==> src/sv/cdt_pkg.sv <==
package cdt_pkg;

	// lane count and default sizes
	localparam int LANES             = 3;
	localparam int LANE_W            = 2;
	localparam int QUEUE_DEPTH_DEF   = 8;
	localparam int COUNT_BITS_DEF    = 8;

	// transaction codes
	localparam logic KIND_BOX  = 1'b0;
	localparam logic KIND_TICK = 1'b1;
	localparam logic [LANE_W-1:0] BOX_EMPTY = 2'd3;
	localparam logic [LANE_W-1:0] LANE_NONE = 2'd3;

	// controller states
	typedef enum logic {
		ST_IDLE,
		ST_EVAL
	} state_t;

	// controller to datapath commands
	typedef struct packed {
		logic box;        // apply a box event
		logic tick_rd;    // read the head entry of the ticked lane
		logic tick_eval;  // pop or decrement the head entry read before
		logic load_res;   // load the result register
	} cmd_t;

	// datapath to controller status
	typedef struct packed {
		logic tick_hit;   // ticked lane exists and its queue is not empty
	} sts_t;

endpackage

==> src/sv/cdt_if.sv <==
interface cdt_evt_if;
	logic                           valid;
	logic                           ready;
	logic                           kind;
	logic [cdt_pkg::LANE_W-1:0]     box_type;
	logic [cdt_pkg::LANE_W-1:0]     tick_lane;

	modport source (output valid, kind, box_type, tick_lane, input ready);
	modport sink (input valid, kind, box_type, tick_lane, output ready);
endinterface

interface cdt_res_if;
	logic valid;
	logic ready;
	logic fire;

	modport source (output valid, fire, input ready);
	modport sink (input valid, fire, output ready);
endinterface

==> src/sv/cdt_datapath.sv <==
module cdt_datapath #(
	parameter int QUEUE_DEPTH = cdt_pkg::QUEUE_DEPTH_DEF,
	parameter int COUNT_BITS  = cdt_pkg::COUNT_BITS_DEF
) (
	input  logic                        clk,
	input  logic                        arst_n,
	input  cdt_pkg::cmd_t               cmd,
	output cdt_pkg::sts_t               sts,
	input  logic [cdt_pkg::LANE_W-1:0]  box_type,
	input  logic [cdt_pkg::LANE_W-1:0]  tick_lane,
	output logic                        fire
);

	localparam int PTR_W  = $clog2(QUEUE_DEPTH);
	localparam int FILL_W = $clog2(QUEUE_DEPTH + 1);
	localparam int DEPTH  = cdt_pkg::LANES * QUEUE_DEPTH;
	localparam int ADDR_W = $clog2(DEPTH);

	logic [COUNT_BITS-1:0] gap_q  [cdt_pkg::LANES];
	logic [PTR_W-1:0]      head_q [cdt_pkg::LANES];
	logic [PTR_W-1:0]      tail_q [cdt_pkg::LANES];
	logic [FILL_W-1:0]     fill_q [cdt_pkg::LANES];

	logic [COUNT_BITS-1:0] mem [DEPTH];

	logic [COUNT_BITS-1:0]     rd_data_s1;
	logic [ADDR_W-1:0]         rd_addr_s1;
	logic [cdt_pkg::LANE_W-1:0] lane_s1;
	logic                      fire_q;

	logic              enq;
	logic              head_zero;
	logic              pop;
	logic [ADDR_W-1:0] wr_addr;
	logic [ADDR_W-1:0] rd_addr;
	logic              mem_we;
	logic [ADDR_W-1:0] mem_wa;
	logic [COUNT_BITS-1:0] mem_wd;

	function automatic logic [PTR_W-1:0] next_ptr(input logic [PTR_W-1:0] p);
		logic [PTR_W-1:0] r;
		if (p == PTR_W'(QUEUE_DEPTH - 1)) begin
			r = '0;
		end else begin
			r = p + PTR_W'(1);
		end
		return r;
	endfunction

	// enqueue and tick decode
	assign enq = cmd.box && (box_type != cdt_pkg::BOX_EMPTY) &&
		(fill_q[box_type] != FILL_W'(QUEUE_DEPTH));
	assign sts.tick_hit = (tick_lane != cdt_pkg::LANE_NONE) &&
		(fill_q[tick_lane] != '0);
	assign head_zero = (rd_data_s1 == '0);
	assign pop = cmd.tick_eval && head_zero;

	// entry addresses: lane base plus slot
	assign wr_addr = ADDR_W'(box_type) * ADDR_W'(QUEUE_DEPTH) + ADDR_W'(tail_q[box_type]);
	assign rd_addr = ADDR_W'(tick_lane) * ADDR_W'(QUEUE_DEPTH) + ADDR_W'(head_q[tick_lane]);

	// single write port shared by enqueue and head decrement
	always_comb begin
		mem_we = 1'b0;
		mem_wa = wr_addr;
		mem_wd = gap_q[box_type];
		if (enq) begin
			mem_we = 1'b1;
		end else if (cmd.tick_eval && !head_zero) begin
			mem_we = 1'b1;
			mem_wa = rd_addr_s1;
			mem_wd = rd_data_s1 - COUNT_BITS'(1);
		end
	end

	// entry memory with registered read
	always_ff @(posedge clk) begin
		if (mem_we) begin
			mem[mem_wa] <= mem_wd;
		end
		if (cmd.tick_rd) begin
			rd_data_s1 <= mem[rd_addr];
			rd_addr_s1 <= rd_addr;
			lane_s1    <= tick_lane;
		end
	end

	// gap counters and queue pointers
	always_ff @(posedge clk or negedge arst_n) begin
		if (!arst_n) begin
			for (int i = 0; i < cdt_pkg::LANES; i++) begin
				gap_q[i]  <= '0;
				head_q[i] <= '0;
				tail_q[i] <= '0;
				fill_q[i] <= '0;
			end
		end else begin
			for (int i = 0; i < cdt_pkg::LANES; i++) begin
				if (cmd.box) begin
					if (box_type == cdt_pkg::LANE_W'(i)) begin
						gap_q[i] <= '0;
					end else begin
						gap_q[i] <= gap_q[i] + COUNT_BITS'(1);
					end
				end
				if (enq && (box_type == cdt_pkg::LANE_W'(i))) begin
					tail_q[i] <= next_ptr(tail_q[i]);
					fill_q[i] <= fill_q[i] + FILL_W'(1);
				end
				if (pop && (lane_s1 == cdt_pkg::LANE_W'(i))) begin
					head_q[i] <= next_ptr(head_q[i]);
					fill_q[i] <= fill_q[i] - FILL_W'(1);
				end
			end
		end
	end

	// result payload register
	always_ff @(posedge clk) begin
		if (cmd.load_res) begin
			fire_q <= pop;
		end
	end

	assign fire = fire_q;

endmodule

==> src/sv/cdt_ctrl.sv <==
module cdt_ctrl (
	input  logic          clk,
	input  logic          arst_n,
	input  logic          evt_valid,
	input  logic          evt_kind,
	output logic          evt_ready,
	output logic          res_valid,
	input  logic          res_ready,
	input  cdt_pkg::sts_t sts,
	output cdt_pkg::cmd_t cmd
);

	cdt_pkg::state_t state_q;
	cdt_pkg::state_t state_nxt;
	logic            res_valid_q;

	// state and result valid registers
	always_ff @(posedge clk or negedge arst_n) begin
		if (!arst_n) begin
			state_q     <= cdt_pkg::ST_IDLE;
			res_valid_q <= 1'b0;
		end else begin
			state_q <= state_nxt;
			if (cmd.load_res) begin
				res_valid_q <= 1'b1;
			end else if (res_ready) begin
				res_valid_q <= 1'b0;
			end
		end
	end

	// next state and commands
	always_comb begin
		state_nxt = state_q;
		cmd       = '0;
		evt_ready = 1'b0;
		unique case (state_q)
			cdt_pkg::ST_IDLE: begin
				evt_ready = !res_valid_q || res_ready;
				if (evt_valid && evt_ready) begin
					if (evt_kind == cdt_pkg::KIND_BOX) begin
						cmd.box      = 1'b1;
						cmd.load_res = 1'b1;
					end else if (sts.tick_hit) begin
						cmd.tick_rd = 1'b1;
						state_nxt   = cdt_pkg::ST_EVAL;
					end else begin
						cmd.load_res = 1'b1;
					end
				end
			end
			cdt_pkg::ST_EVAL: begin
				cmd.tick_eval = 1'b1;
				cmd.load_res  = 1'b1;
				state_nxt     = cdt_pkg::ST_IDLE;
			end
			default: begin
				state_nxt = cdt_pkg::ST_IDLE;
			end
		endcase
	end

	assign res_valid = res_valid_q;

endmodule

==> src/sv/conveyor_divert_tracker.sv <==
// channel | dir | payload                     | handshake
// evt     | in  | kind, box_type, tick_lane   | valid / ready
// res     | out | fire                        | valid / ready
//
// box events and ticks on an empty or missing lane are done in the idle state
// ticks on a lane with entries use the idle then eval states: entry memory read, then pop or write back
// the result appears in the output register the cycle after the work ends
// a new transaction is taken only when no result waits or the waiting one leaves that cycle
// arst_n clears gap counters, queue pointers and fill counts; entries need no clearing
module conveyor_divert_tracker #(
	parameter int QUEUE_DEPTH = cdt_pkg::QUEUE_DEPTH_DEF,
	parameter int COUNT_BITS  = cdt_pkg::COUNT_BITS_DEF
) (
	input logic          clk,
	input logic          arst_n,
	cdt_evt_if.sink      evt,
	cdt_res_if.source    res
);

	cdt_pkg::cmd_t cmd;
	cdt_pkg::sts_t sts;

	// sequencing
	cdt_ctrl u_ctrl (
		.clk       (clk),
		.arst_n    (arst_n),
		.evt_valid (evt.valid),
		.evt_kind  (evt.kind),
		.evt_ready (evt.ready),
		.res_valid (res.valid),
		.res_ready (res.ready),
		.sts       (sts),
		.cmd       (cmd)
	);

	// counters, queues and result payload
	cdt_datapath #(
		.QUEUE_DEPTH (QUEUE_DEPTH),
		.COUNT_BITS  (COUNT_BITS)
	) u_dp (
		.clk       (clk),
		.arst_n    (arst_n),
		.cmd       (cmd),
		.sts       (sts),
		.box_type  (evt.box_type),
		.tick_lane (evt.tick_lane),
		.fire      (res.fire)
	);

endmodule

==> src/flat_wrapper.sv <==
// flat-port wrapper written by rule: the top's interface ports become plain ports
module conveyor_divert_tracker_flat 
#(
	parameter int QUEUE_DEPTH = cdt_pkg::QUEUE_DEPTH_DEF,
	parameter int COUNT_BITS  = cdt_pkg::COUNT_BITS_DEF
)
  (clk, arst_n, evt_valid, evt_kind, evt_box_type, evt_tick_lane, evt_ready, res_valid, res_fire, res_ready);
  cdt_evt_if evt_i ();
  cdt_res_if res_i ();
  input logic clk;
  input logic arst_n;
  input wire logic [$bits(evt_i.valid)-1:0] evt_valid;
  input wire logic [$bits(evt_i.kind)-1:0] evt_kind;
  input wire logic [$bits(evt_i.box_type)-1:0] evt_box_type;
  input wire logic [$bits(evt_i.tick_lane)-1:0] evt_tick_lane;
  output wire logic [$bits(evt_i.ready)-1:0] evt_ready;
  output wire logic [$bits(res_i.valid)-1:0] res_valid;
  output wire logic [$bits(res_i.fire)-1:0] res_fire;
  input wire logic [$bits(res_i.ready)-1:0] res_ready;
  assign evt_i.valid = evt_valid;
  assign evt_i.kind = evt_kind;
  assign evt_i.box_type = evt_box_type;
  assign evt_i.tick_lane = evt_tick_lane;
  assign evt_ready = evt_i.ready;
  assign res_valid = res_i.valid;
  assign res_fire = res_i.fire;
  assign res_i.ready = res_ready;
  conveyor_divert_tracker #(.QUEUE_DEPTH(QUEUE_DEPTH), .COUNT_BITS(COUNT_BITS)) u_core (.clk(clk), .arst_n(arst_n), .evt(evt_i), .res(res_i));
endmodule
==> config.mk <==
export PLATFORM = sky130hd
export DESIGN_NAME = conveyor_divert_tracker_flat
export DESIGN_NICKNAME = d
export VERILOG_FILES = /design/src/sv/cdt_pkg.sv /design/src/sv/cdt_if.sv /design/src/sv/cdt_datapath.sv /design/src/sv/cdt_ctrl.sv /design/src/sv/conveyor_divert_tracker.sv /design/src/flat_wrapper.sv
export SDC_FILE = /design/constraint.sdc
export NUM_CORES = 1
export LEC_CHECK = 0
export ABC_CLOCK_PERIOD_IN_PS = 5290
export BUFFER_PORTS_ARGS = -buffer_cell sky130_fd_sc_hd__buf_2
export CAP_MARGIN = 30
export CORE_MARGIN = 5
export CORE_UTILIZATION = 53
export DETAILED_ROUTE_END_ITERATION = 6
export GPL_ROUTABILITY_DRIVEN = 0
export PLACE_DENSITY = 0.68
export RECOVER_POWER = 50
export SLEW_MARGIN = 25
export SYNTH_ARGS = -nofsm -noshare
export SYNTH_HDL_FRONTEND = slang
export SYNTH_SLANG_ARGS = --single-unit
==> constraint.sdc <==
create_clock -name clk -period 5.29 [get_ports clk]
set_input_delay 1.058 -clock clk [delete_from_list [all_inputs] [get_ports clk]]
set_output_delay 1.058 -clock clk [all_outputs]
set_load 0.02 [all_outputs]
Word level (Yosys, flattened, before mapping). Memory sizes are Yosys's and may differ from the RTL's. A register that Yosys moved wholly into a read port is not among the register bits. Cells that the tools add are included.

Add/sub/neg operators: 18. Bitwise gates (word level): 3. Mux-type cells: 53. Reduce and logical (&&, ||, !) cells: 23. Magnitude comparators: 2. Eq/ne operators: 13.

Operators with widths (number): 8-bit 2-to-1 mux (7); 4-bit 2-to-1 mux (10); 3-bit 2-to-1 mux (10); 8-bit by 1-bit adder with 8-bit output (second input constant) (3); 3-bit by 1-bit adder with 3-bit output (second input constant) (6); 3-bit equality test (second input constant) (6); 4-bit binary-select mux with 2-bit select (2); 8-bit binary-select mux with 2-bit select (1); 1-bit 2-to-1 mux (15); 4-bit by 1-bit adder with 4-bit output (second input constant) (3); 3-bit binary-select mux with 2-bit select (2); 1-bit logical AND (12); 4-bit by 1-bit subtractor with 4-bit output (second input constant) (3); 5-bit by 3-bit adder with 5-bit output (2); 5-bit 2-to-1 mux (2); 8-bit zero test (1); 2-bit nonzero test (4); 8-bit by 1-bit subtractor with 8-bit output (second input constant) (1); 3-bit greater-or-equal comparator (second input constant) (2); 2-bit inverter with 3-bit output (2); 2-bit by 1-bit equality test with 1-bit output (second input constant) (2); 2-bit equality test (second input constant) (2); 2-bit zero test (2); 2-bit 2-to-1 mux (2); other kinds (7) (10).

Bits in writable memories: 192. Input bits: 9. Output and inout port bits: 3. Memories: 1. Flip-flop bits (word level): 64. Logic and storage cells: 130.

Memories: u_core.u_dp.mem (words 24, width 8, read ports 1, clocked after Yosys merged registers in 1, wr ports 1, RTL line cdt_datapath.sv:24) `logic [COUNT_BITS-1:0] mem [DEPTH];`.

Depth between registers and ports, before layout. Gate-level depths: netlist of the first run.

Depth in word-level cells: 15. Depth in mapped cells: 12. Depth with buffers taken out: 11.

Cells and area by module. Synthesis of the first run repeated with hierarchy kept, for this count alone.

Cells, all modules: 933. Area, all modules: 11597.4 sq um.

Modules (own cells, without submodules): cdt_datapath (sequential area each 7537.2 sq um, instances 1, area each 11463.5 sq um, cells each 921); cdt_ctrl (sequential area each 50.0 sq um, instances 1, area each 133.9 sq um, cells each 12).

Least setup slack after synthesis of the first run. OpenSTA, ideal clock, no wires.

Kind: input -> register. Start: in evt_box_type[0]. End: mem u_core.u_dp.mem[0][0] (netlist bit) (enable). Stages: 7. Buffers on the path: 2. Library setup time: 383 ps. Required time: 4907 ps. Arrival time: 2853 ps. Setup slack: 2053 ps. Cells stage by stage: buf_2 -> nor2_1 -> nand2_1 -> nand3_1 -> a21oi_1 -> clkbuf_1 -> nor3_1.

Longest elaborated chain between the ends: 9. Elaborated cells on any way between the ends: 17. Those cells by class: 1 x add/sub; 2 x eq/ne; 11 x mux; 1 x bitwise; 2 x reduce/logical.

RTL lines: from (decl) (RTL line flat_wrapper.sv:14) `input wire logic [$bits(evt_i.box_type)-1:0] evt_box_type;`; branches (longest 9 deep; another with 5-bit by 3-bit adder with 5-bit output); to (decl) (RTL line cdt_datapath.sv:24).

Several ways; the timed one is not identified. The select of a mux whose other input is x is not followed.

Final worst setup path of the first run.
Start: reg u_core.u_dp.rd_data_s1[0] (read register of u_core.u_dp.mem). End: mem u_core.u_dp.mem[5][3] (netlist bit) (data pin).

Longest elaborated chain between the ends: 5. Elaborated cells on any way between the ends: 6. Those cells by class: 1 x add/sub; 2 x mux; 3 x reduce/logical.

RTL lines: from (decl) (RTL line cdt_datapath.sv:26) `logic [COUNT_BITS-1:0] rd_data_s1;`; branches (longest 3 deep; another with 8-bit by 1-bit subtractor with 8-bit output); 8-bit 2-to-1 mux (*) (RTL line cdt_datapath.sv:69) `end else if (cmd.tick_eval && !head_zero) begin`; 8-bit 2-to-1 mux (*) (RTL line cdt_datapath.sv:67) `if (enq) begin`; named net u_core.u_dp.mem_wd[3] (RTL line cdt_datapath.sv:38) `logic [COUNT_BITS-1:0] mem_wd;`.

Mark *: on every way through the listed nets, which the timed path passes.

==> results.txt, run 1 <==
Result of the run: finished, violations left
Violated checks: capacitance limit, slew limit
Global-route wire length before repair: 43.53 mm
Multi-input gate area in the final layout: 0.004040 mm²
First-pass DRT Iterations: 5
Min-Delay Path Depth: 1
Netlist area before placement: 0.01199 mm²
R2R Path End: u_core.u_dp.mem[5][3]
Post-Synthesis Net Count: 908
Top cells by area, synth: sky130_fd_sc_hd__edfxtp_1, sky130_fd_sc_hd__dfrtp_1, sky130_fd_sc_hd__mux2i_1
Yosys warning total: 0
Final nets: 940
Ant. Diodes: 0
Die boundary width: 160.4 µm
Delay of the slowest cell on the worst path: 0.97 ns
Vias after detailed routing: 7402
Post-synthesis sequential element count: 262
Worst clock skew: 0.01740 ns
Worst reg-to-reg path cell count: 8
Final Total Pwr: 5289 µW
Slew at the pin closest to its max-slew limit: 3.021 ns
Most used standard cell by instance count after synthesis: sky130_fd_sc_hd__edfxtp_1
Max clock buf depth: 3
Utilization of the core after routing: 59.51%
Vias in the first global route: 7593
Number of enable-type register cells in the synthesized netlist: 206
Placeable core region: 0.02243 mm²
Final setup fails: 0
Power density over the cells: 396.1 mW/mm²
Leakage power summed over all cells: 0.004802 µW
Cell repeated most along the worst path: sky130_fd_sc_hd__clkbuf_1
Setup TNS: 0 ns
Most instantiated flip-flop cell in the synthesis netlist: sky130_fd_sc_hd__edfxtp_1
Critical path data arrival time: 4.48 ns
Clock tree from TritonCTS: yes
Hold path startpoint: u_core.u_dp.gap_q[15]
Number of I/O pins: 12
CTS HTree Levels: 1
Number of max-cap violations: 1
Total of fill cells in the finished design: 1707
Die boundary height: 160.4 µm
Area growth from synthesis to layout: 11.38%
Number of placement rows: 55
Cells after synthesis: 874
Final HPWL DP: 18.52 mm
DRT antenna net count: 0
FF/Latch Area: 0.007587 mm²
Critical path class: reg2reg
Clock insertion delay at the later pin of the skew report: 0.54 ns
Number of buffers and inverters on the critical path: 3
CP top delay family: buffers and inverters
Critical Path RT: 5.44 ns
Synthesized area divided by synthesized cell count: 13.71 µm²
Placement Setup Slack: 1.097 ns
Unrepaired setup endpoints after global routing: false
Final number of hold-violating endpoints: 0
Final Critical Period: 4.337 ns
Hold buffers post-CTS: 0
Residual DRC count: 0
Layout cell share with drive strength beyond 1: 14.99%
Total GRT Usage: 21.40%
# placed instances: 1161
Relative slew slack: -101.4%
List of most frequent post-synthesis cells: sky130_fd_sc_hd__edfxtp_1, sky130_fd_sc_hd__mux2i_1, sky130_fd_sc_hd__o211ai_1
Vias per std cell: 6.107
Routed wire length per instance: 22.68 µm
Beginning of the worst register-to-register path: u_core.u_dp.rd_data_s1[0]
Drt initial violations: 604
Non-filler instance count after layout: 1212
Clock-pin slew of the registers on the worst-case setup and hold paths: 0.06 ns
Initial antenna violation count: 0
Buffer cell driving the clock tree root: sky130_fd_sc_hd__clkbuf_16
Total of buffers placed on input and output ports: 11
Count of buffers added by post-CTS timing repair for setup: 0
Overall routed net length: 27.48 mm
Worst Hold Endpoint: u_core.u_dp.gap_q[15]
Share of the yosys chip area belonging to registers: 63.30%
Setup slack of the critical path after layout: 0.9529 ns
Effective utilization at floorplan: 53.43%
Floorplan die area: 0.02572 mm²
Crit-path cells: inv_1 -> ha_1 -> nor3b_1 -> a31oi_1 -> clkbuf_1 -> a211oi_1 -> a21oi_2 -> clkbuf_1
Clk sinks: 262
Total clock buffers created by CTS: 27
Type of element launching the critical path: flip-flop
Period utilisation layout: 81.99%
Worst min-delay path category: reg2reg
Remaining global-route overflow: 0
Resized Gates After CTS: 0
Total count of max-transition violations in the final report: 57
Sort of element at the end of the critical path: flip-flop
Count of distinct cell types in the synthesized netlist: 57
Largest net degree at the start of global routing: 57
Share of the synthesized area in the top cell type: 51.61%
Cell taking the most area after synthesis: sky130_fd_sc_hd__edfxtp_1
Top fanout value on the critical path: 24
Fmax achieved: 230.6 MHz
Maximum resistive drop on vdd: 314.1 µV
Asr flop ratio synth: 21.37%
Crit path max-delay cell type: sky130_fd_sc_hd__clkbuf_1
Worst reg-to-reg setup slack: 0.95 ns
## routing by layer
metal  GRT usage (%)  vias up  wire, µm
met4           5.436        0       686
met1           29.79     3671     11890
li1                -     3434         -
met3           3.208       48      1669
met2           35.67      249     13240
met5               0        -         0
## power by group
group	total, µW	switching (µW)	internal (µW)
clock network	1950	777	1170
registers	2610	145	2470
logic	730	468	262
total	5290	1390	3900
## placed cells by master, fill, tap and decap left out, drive strengths merged, types with 3 or more instances in the layout
cell type  count
or3            4
o221a          8
dfrtp         56
a21oi         14
nand3b         8
nand2         39
and3           7
o21ai         40
nand4          7
buf           30
mux2          35
clkinv         7
xnor2         11
nand2b        11
xor2           4
edfxtp       206
a311oi         3
nor2          36
o2111ai        8
o211ai        72
a2111oi        8
a21o           7
a31oi          6
nor2b          3
inv           52
mux2i         75
or2            3
nand3          7
nor3          34
clkbuf        53
a211oi         8
o2bb2ai        4
bufinv         3
ha            22
a22o          16
fa             3
## cell type report
class                   instances  share of cell area (%)
inverters                      51                   1.434
clock buffers                  37                   5.801
clock inverters                13                   1.087
flip-flops and latches        262                   56.83
repair buffers                 46                   1.912
multi-input cells             518                   30.26
well taps                     285                   2.671
## sequential cells by signal, indices dropped and copies added (netlist names), 4 cells and up
name and flops:
u_core.u_dp.fill_q 12, u_core.u_dp.gap_q 24, u_core.u_dp.head_q 9, u_core.u_dp.mem 192, u_core.u_dp.rd_addr_s1 4, u_core.u_dp.rd_data_s1 8, u_core.u_dp.tail_q 9
## per-stage QoR
step                      instance area (µm²)  hold slack [ns]
after floorplan                         11990           0.4516
after global placement                  12400           0.4705
after detailed placement                12500           0.4894
after CTS                               13420           0.5007
after global routing                    13350           0.5199
final                                   13350           0.5003
## how the worst max path moves through the flow
stage                         startpoint                   endpoint  cells after the start
2_1_floorplan            evt_box_type[0]      u_core.u_dp.mem[0][0]                      7
3_3_place_gp            evt_tick_lane[0]  u_core.u_dp.rd_data_s1[3]                      6
3_5_place_dp            evt_tick_lane[0]  u_core.u_dp.rd_data_s1[4]                      8
4_1_cts                 evt_tick_lane[0]  u_core.u_dp.rd_data_s1[4]                      8
5_1_grt        u_core.u_dp.rd_data_s1[0]      u_core.u_dp.mem[5][3]                      8
6_report       u_core.u_dp.rd_data_s1[0]      u_core.u_dp.mem[5][3]                      8
## cell families (layout without fill, tap and decap cells)
family | count (synthesis) | count (layout) | synth area share (%)
flops | 262 | 262 | 63.30
xor+xnor | 15 | 15 | 1.096
simple gates | 167 | 167 | 7.077
mux | 110 | 110 | 9.582
buf+inv | 94 | 147 | 3.455
compound gates | 201 | 201 | 12.69
fa+ha+maj | 25 | 25 | 2.797
No activity file was read; power rests on OpenSTA's default activity.
==> run 2, diff against run 1 <==
- ABC_CLOCK_PERIOD_IN_PS: 5290 -> 3700
- PLACE_DENSITY: 0.68 -> 0.7
- clock period: 5.29 -> 3.7 ns (I/O delays scaled with it)
==> results.txt, run 2 (synthesis results as in run 1) <==
Result of the run: finished clean
First-pass DRT Iterations: 6
Die boundary height: 160.4 µm
Total of fill cells in the finished design: 1751
Worst reg-to-reg path cell count: 8
Utilization of the core after routing: 59.97%
Beginning of the worst register-to-register path: u_core.u_dp.rd_data_s1[0]
Type of element launching the critical path: flip-flop
Routed wire length per instance: 21.42 µm
Final nets: 960
Leakage power summed over all cells: 0.004898 µW
Fmax achieved: 303.9 MHz
Placeable core region: 0.02243 mm²
Clock insertion delay at the later pin of the skew report: 0.56 ns
Vias after detailed routing: 7375
Setup slack of the critical path after layout: 0.4091 ns
DRT antenna net count: 0
Layout cell share with drive strength beyond 1: 16.26%
Unrepaired setup endpoints after global routing: false
Overall routed net length: 26.39 mm
Sort of element at the end of the critical path: flip-flop
Power density over the cells: 548.9 mW/mm²
Total count of max-transition violations in the final report: 0
Setup TNS: 0 ns
Hold path startpoint: u_core.u_dp.gap_q[7]
Floorplan die area: 0.02572 mm²
Total GRT Usage: 20.37%
Number of I/O pins: 12
Max clock buf depth: 3
Ant. Diodes: 0
Final setup fails: 0
Period utilisation layout: 88.94%
Most used cells in the layout excluding fill and tap cells: sky130_fd_sc_hd__edfxtp_1, sky130_fd_sc_hd__mux2i_1, sky130_fd_sc_hd__o211ai_1
Top Registers: u_core.u_dp.mem: 192 flops, u_core.u_dp.gap_q: 24 flops, u_core.u_dp.fill_q: 12 flops
Critical Path RT: 3.85 ns
Worst setup path endpoint: u_core.u_dp.mem[12][0]
R2R Path End: u_core.u_dp.mem[12][0]
Critical path data arrival time: 3.44 ns
Vias in the first global route: 7239
Effective utilization at floorplan: 53.43%
Final HPWL DP: 17.55 mm
Global-route wire length before repair: 41.43 mm
Largest register FFs: 192
Total of buffers placed on input and output ports: 11
Worst clock skew: 0.04384 ns
Relative slew slack: 4.644%
Area growth from synthesis to layout: 12.23%
Top fanout value on the critical path: 24
Clock-pin slew of the registers on the worst-case setup and hold paths: 0.06 ns
Slew at the pin closest to its max-slew limit: 1.430 ns
Clk sinks: 262
Remaining global-route overflow: 0
Initial antenna violation count: 0
Largest net degree at the start of global routing: 57
Critical path class: reg2reg
Resized Gates After CTS: 0
Worst setup path startpoint: u_core.u_dp.rd_data_s1[0]
Placement Setup Slack: 0.4555 ns
Residual DRC count: 0
Reg with most FFs: u_core.u_dp.mem
Total clock buffers created by CTS: 28
CTS HTree Levels: 1
Worst reg-to-reg setup slack: 0.41 ns
Maximum resistive drop on vdd: 477.1 µV
Hold buffers post-CTS: 0
Vias per std cell: 5.986
Most common library cell in the layout ignoring fill and taps: sky130_fd_sc_hd__edfxtp_1
Clock tree from TritonCTS: yes
Buffer cell driving the clock tree root: sky130_fd_sc_hd__clkbuf_16
Number of placement rows: 55
Drt initial violations: 767
Final number of hold-violating endpoints: 0
Die boundary width: 160.4 µm
Number of max-cap violations: 0
Count of buffers added by post-CTS timing repair for setup: 0
Worst min-delay path category: reg2reg
Final Critical Period: 3.291 ns
## run 2: changes by cell type in the layout (fill, tap and decap cells not counted), moves of 2 or more
cell                         before  now
sky130_fd_sc_hd__buf_2           14    7
sky130_fd_sc_hd__buf_4           15   43
sky130_fd_sc_hd__bufinv_16        3    1
sky130_fd_sc_hd__clkbuf_1        20   17
sky130_fd_sc_hd__clkbuf_2         1    4
sky130_fd_sc_hd__clkinv_1         3    5
sky130_fd_sc_hd__clkinv_2         4    6
sky130_fd_sc_hd__clkinvlp_4       2    0
sky130_fd_sc_hd__mux2i_1         75   73
sky130_fd_sc_hd__mux2i_2          0    2
sky130_fd_sc_hd__nor3_1          25   32
sky130_fd_sc_hd__nor3_2           9    2
## run 2: final cells by class
| type | instances | area [µm²] | share of cell area [%] |
|---|---|---|---|
| clock inverter | 13 | 108.9 | 0.8091 |
| multi-input combinational | 518 | 4005 | 29.77 |
| timing repair buffer | 65 | 435.4 | 3.237 |
| inverter | 51 | 191.4 | 1.423 |
| tap | 285 | 356.6 | 2.651 |
| sequential | 262 | 7587 | 56.40 |
| clock buffer | 38 | 768.2 | 5.711 |
## run 2: how the worst min path moves through the flow
stage / endpoint / slack, ns / cells past startpoint
after floorplan: u_core.u_ctrl.res_valid / 0.44 / 0
after global placement: u_core.u_dp.gap_q[7] / 0.47 / 1
after detailed placement: u_core.u_dp.gap_q[7] / 0.49 / 1
after CTS: u_core.u_dp.fill_q[5] / 0.38 / 2
after global routing: u_core.u_dp.gap_q[7] / 0.51 / 1
final: u_core.u_dp.gap_q[7] / 0.49 / 1
## run 2: metrics by stage
stage / instances / hold WS (ns) / power (µW) / area (µm²)
4_1_cts: 1232 / 0.3760 / 7463 / 13510
3_3_place_gp: 1180 / 0.4739 / 4795 / 12620
3_5_place_dp: 1181 / 0.4851 / 4838 / 12640
6_report: 1232 / 0.4911 / 7384 / 13450
2_1_floorplan: 874 / 0.4444 / 4414 / 11990
5_1_grt: 1232 / 0.5149 / 7730 / 13450
## run 2: per-layer routing
metal | vias to the layer above | share of wire (%) | global-route usage [%]
met5 | - | 0 | 0
met4 | 0 | 2.3 | 4.615
met3 | 42 | 7.0 | 3.772
met2 | 243 | 48 | 33.54
met1 | 3615 | 42 | 28.47
li1 | 3475 | - | -
## run 2: critical path, stage by stage, from the launching register on
cell and delay [ns]:
sky130_fd_sc_hd__edfxtp_1 0.38, sky130_fd_sc_hd__inv_1 0.06, sky130_fd_sc_hd__ha_1 0.21, sky130_fd_sc_hd__nor3b_2 0.19, sky130_fd_sc_hd__a31oi_2 0.51, sky130_fd_sc_hd__buf_4 0.37
sky130_fd_sc_hd__a211oi_1 0.11, sky130_fd_sc_hd__a21oi_2 0.13, sky130_fd_sc_hd__clkbuf_1 0.93
## run 2: where the power goes
part | internal [µW] | leakage [µW] | switching [µW]
combinational | 374 | 0.00184 | 655
sequential | 3530 | 0.00263 | 203
clock | 1520 | 0.000432 | 1100
==> run 3, diff against run 2 <==
- PLACE_DENSITY: 0.7 -> 0.68
==> results.txt, run 3 (synthesis results as in run 1) <==
Result of the run: finished, violations left
Violated checks: capacitance limit, slew limit
Clock-pin slew of the registers on the worst-case setup and hold paths: 0.06 ns
Vias in the first global route: 7537
Largest net degree at the start of global routing: 41
Number of placement rows: 55
Clk sinks: 262
Sort of element at the end of the critical path: flip-flop
Met2 wirelength from detailed routing: 13.28 mm
Routed length on met3: 1.627 mm
Unrepaired setup endpoints after global routing: false
Total GRT Usage: 21.15%
Top fanout value on the critical path: 33
Setup slack of the critical path after layout: 0.4188 ns
Net switching power: 2051 µW
Clock insertion delay at the later pin of the skew report: 0.57 ns
Setup TNS: 0 ns
Type of element launching the critical path: primary input
Total count of max-transition violations in the final report: 31
Total of fill cells in the finished design: 1712
Buffer cell driving the clock tree root: sky130_fd_sc_hd__clkbuf_16
Routed wire length per instance: 22.47 µm
Initial antenna violation count: 0
Drt initial violations: 734
Vias after detailed routing: 7441
Total clock buffers created by CTS: 28
Most common library cell in the layout ignoring fill and taps: sky130_fd_sc_hd__edfxtp_1
Top layer reached by signal wires: met4
Power density over the cells: 566.5 mW/mm²
Net switching share of the total power: 26.89%
Vias per std cell: 6.104
Clock tree from TritonCTS: yes
Worst clock skew: 0.04445 ns
Die boundary width: 160.4 µm
Hold buffers post-CTS: 0
Int Pwr: 5577 µW
Floorplan die area: 0.02572 mm²
Placeable core region: 0.02243 mm²
Global-route wire length before repair: 42.72 mm
Final number of hold-violating endpoints: 0
First-pass DRT Iterations: 5
Critical Path RT: 4.01 ns
Die boundary height: 160.4 µm
CTS HTree Levels: 1
Most used cells in the layout excluding fill and tap cells: sky130_fd_sc_hd__edfxtp_1, sky130_fd_sc_hd__mux2i_1, sky130_fd_sc_hd__o211ai_1
Sequential fraction of design power: 48.9%
Placement Setup Slack: 0.2544 ns
Final HPWL DP: 18.73 mm
Routed metal-1 wirelength: 11.48 mm
Largest register FFs: 192
Leakage power summed over all cells: 0.004865 µW
Slew at the pin closest to its max-slew limit: 1.715 ns
Area growth from synthesis to layout: 12.35%
Count of buffers added by post-CTS timing repair for setup: 0
Final setup fails: 0
Worst min-delay path category: reg2reg
Critical path class: in2reg
Top Registers: u_core.u_dp.mem: 192 flops, u_core.u_dp.gap_q: 24 flops, u_core.u_dp.fill_q: 12 flops
Part of the total power dissipated in the clock network: 36.8%
Ant. Diodes: 0
Final nets: 946
DRT antenna net count: 0
Number of I/O pins: 12
Max clock buf depth: 3
Remaining global-route overflow: 0
Portion of total power attributed to combinational logic: 14.3%
Period utilisation layout: 88.68%
Maximum resistive drop on vdd: 366.8 µV
Total of buffers placed on input and output ports: 11
Fmax achieved: 304.8 MHz
Final Critical Period: 3.281 ns
Residual DRC count: 0
Critical path data arrival time: 3.59 ns
Reg with most FFs: u_core.u_dp.mem
Layout cell share with drive strength beyond 1: 17.34%
Overall routed net length: 27.39 mm
Number of max-cap violations: 1
Relative slew slack: -14.35%
Effective utilization at floorplan: 53.43%
Resized Gates After CTS: 0
run 3: cell types whose count changed in the layout (fill, tap and decap cells not counted), moves of 2 or more:
cell / change
sky130_fd_sc_hd__clkbuf_1: -3
sky130_fd_sc_hd__nor3_1: -14
sky130_fd_sc_hd__clkinv_1: -3
sky130_fd_sc_hd__buf_2: +5
sky130_fd_sc_hd__clkbuf_2: +5
sky130_fd_sc_hd__bufinv_16: +2
sky130_fd_sc_hd__buf_4: -22
sky130_fd_sc_hd__nor3_2: +14
run 3: stage by stage:
step                      cells  power [µW]  util, %  instance area (µm²)  hold slack, ns
after floorplan             874        4414        -                11990          0.4444
after global placement     1160        4803    55.64                12480          0.4816
after detailed placement   1165        4885    55.81                12520          0.4895
after CTS                  1217        7680    60.01                13460          0.2666
after global routing       1219        7953    60.03                13470          0.5138
final                      1219        7628    60.03                13470          0.4958
run 3: metal layers:
layer / vias up / global-route usage (%)
met5: - / 0
met4: 0 / 6.922
met3: 59 / 2.566
met2: 256 / 35.71
met1: 3672 / 28.76
li1: 3454 / -
run 3: worst paths after layout:
check                                           from                         to  slack [ns]  depth (start not counted)
setup / recovery                    evt_tick_lane[1]  u_core.u_dp.rd_data_s1[5]        0.42                          8
hold / removal                 u_core.u_dp.gap_q[15]      u_core.u_dp.gap_q[15]        0.50                          1
setup reg to reg           u_core.u_dp.rd_data_s1[0]     u_core.u_dp.mem[13][4]        0.53                          8
hold reg to reg                u_core.u_dp.gap_q[15]      u_core.u_dp.gap_q[15]        0.50                          1
max in group asynchronous                     arst_n       u_core.u_dp.gap_q[8]        1.00                          2
min in group asynchronous                     arst_n      u_core.u_dp.fill_q[8]        0.64                          1
run 3: power groups by stage:
stage	clock, µW	combinational [µW]	sequential (µW)
global placement	0	1030	3770
global route	2990	1200	3760
finish	2810	1090	3730
CTS	2850	1110	3720
floorplan	0	686	3730
detailed placement	0	1100	3780
run 3: layout make-up:
class,instances,area [µm²],share of cell area (%)
multi-input cells,518,4075,30.26
flip-flops and latches,262,7587,56.34
well taps,285,356.6,2.648
inverters,51,191.4,1.422
clock inverters,15,178.9,1.329
clock buffers,37,764.5,5.677
repair buffers,51,312.8,2.323
run 3: critical path, stage by stage:
cell	delay, ns
sky130_fd_sc_hd__clkbuf_1	0.54
sky130_fd_sc_hd__mux2i_1	0.24
sky130_fd_sc_hd__o21a_1	0.25
sky130_fd_sc_hd__inv_2	0.09
sky130_fd_sc_hd__clkbuf_2	0.79
sky130_fd_sc_hd__mux2i_1	0.23
sky130_fd_sc_hd__o221a_1	0.31
sky130_fd_sc_hd__a2111oi_2	0.39
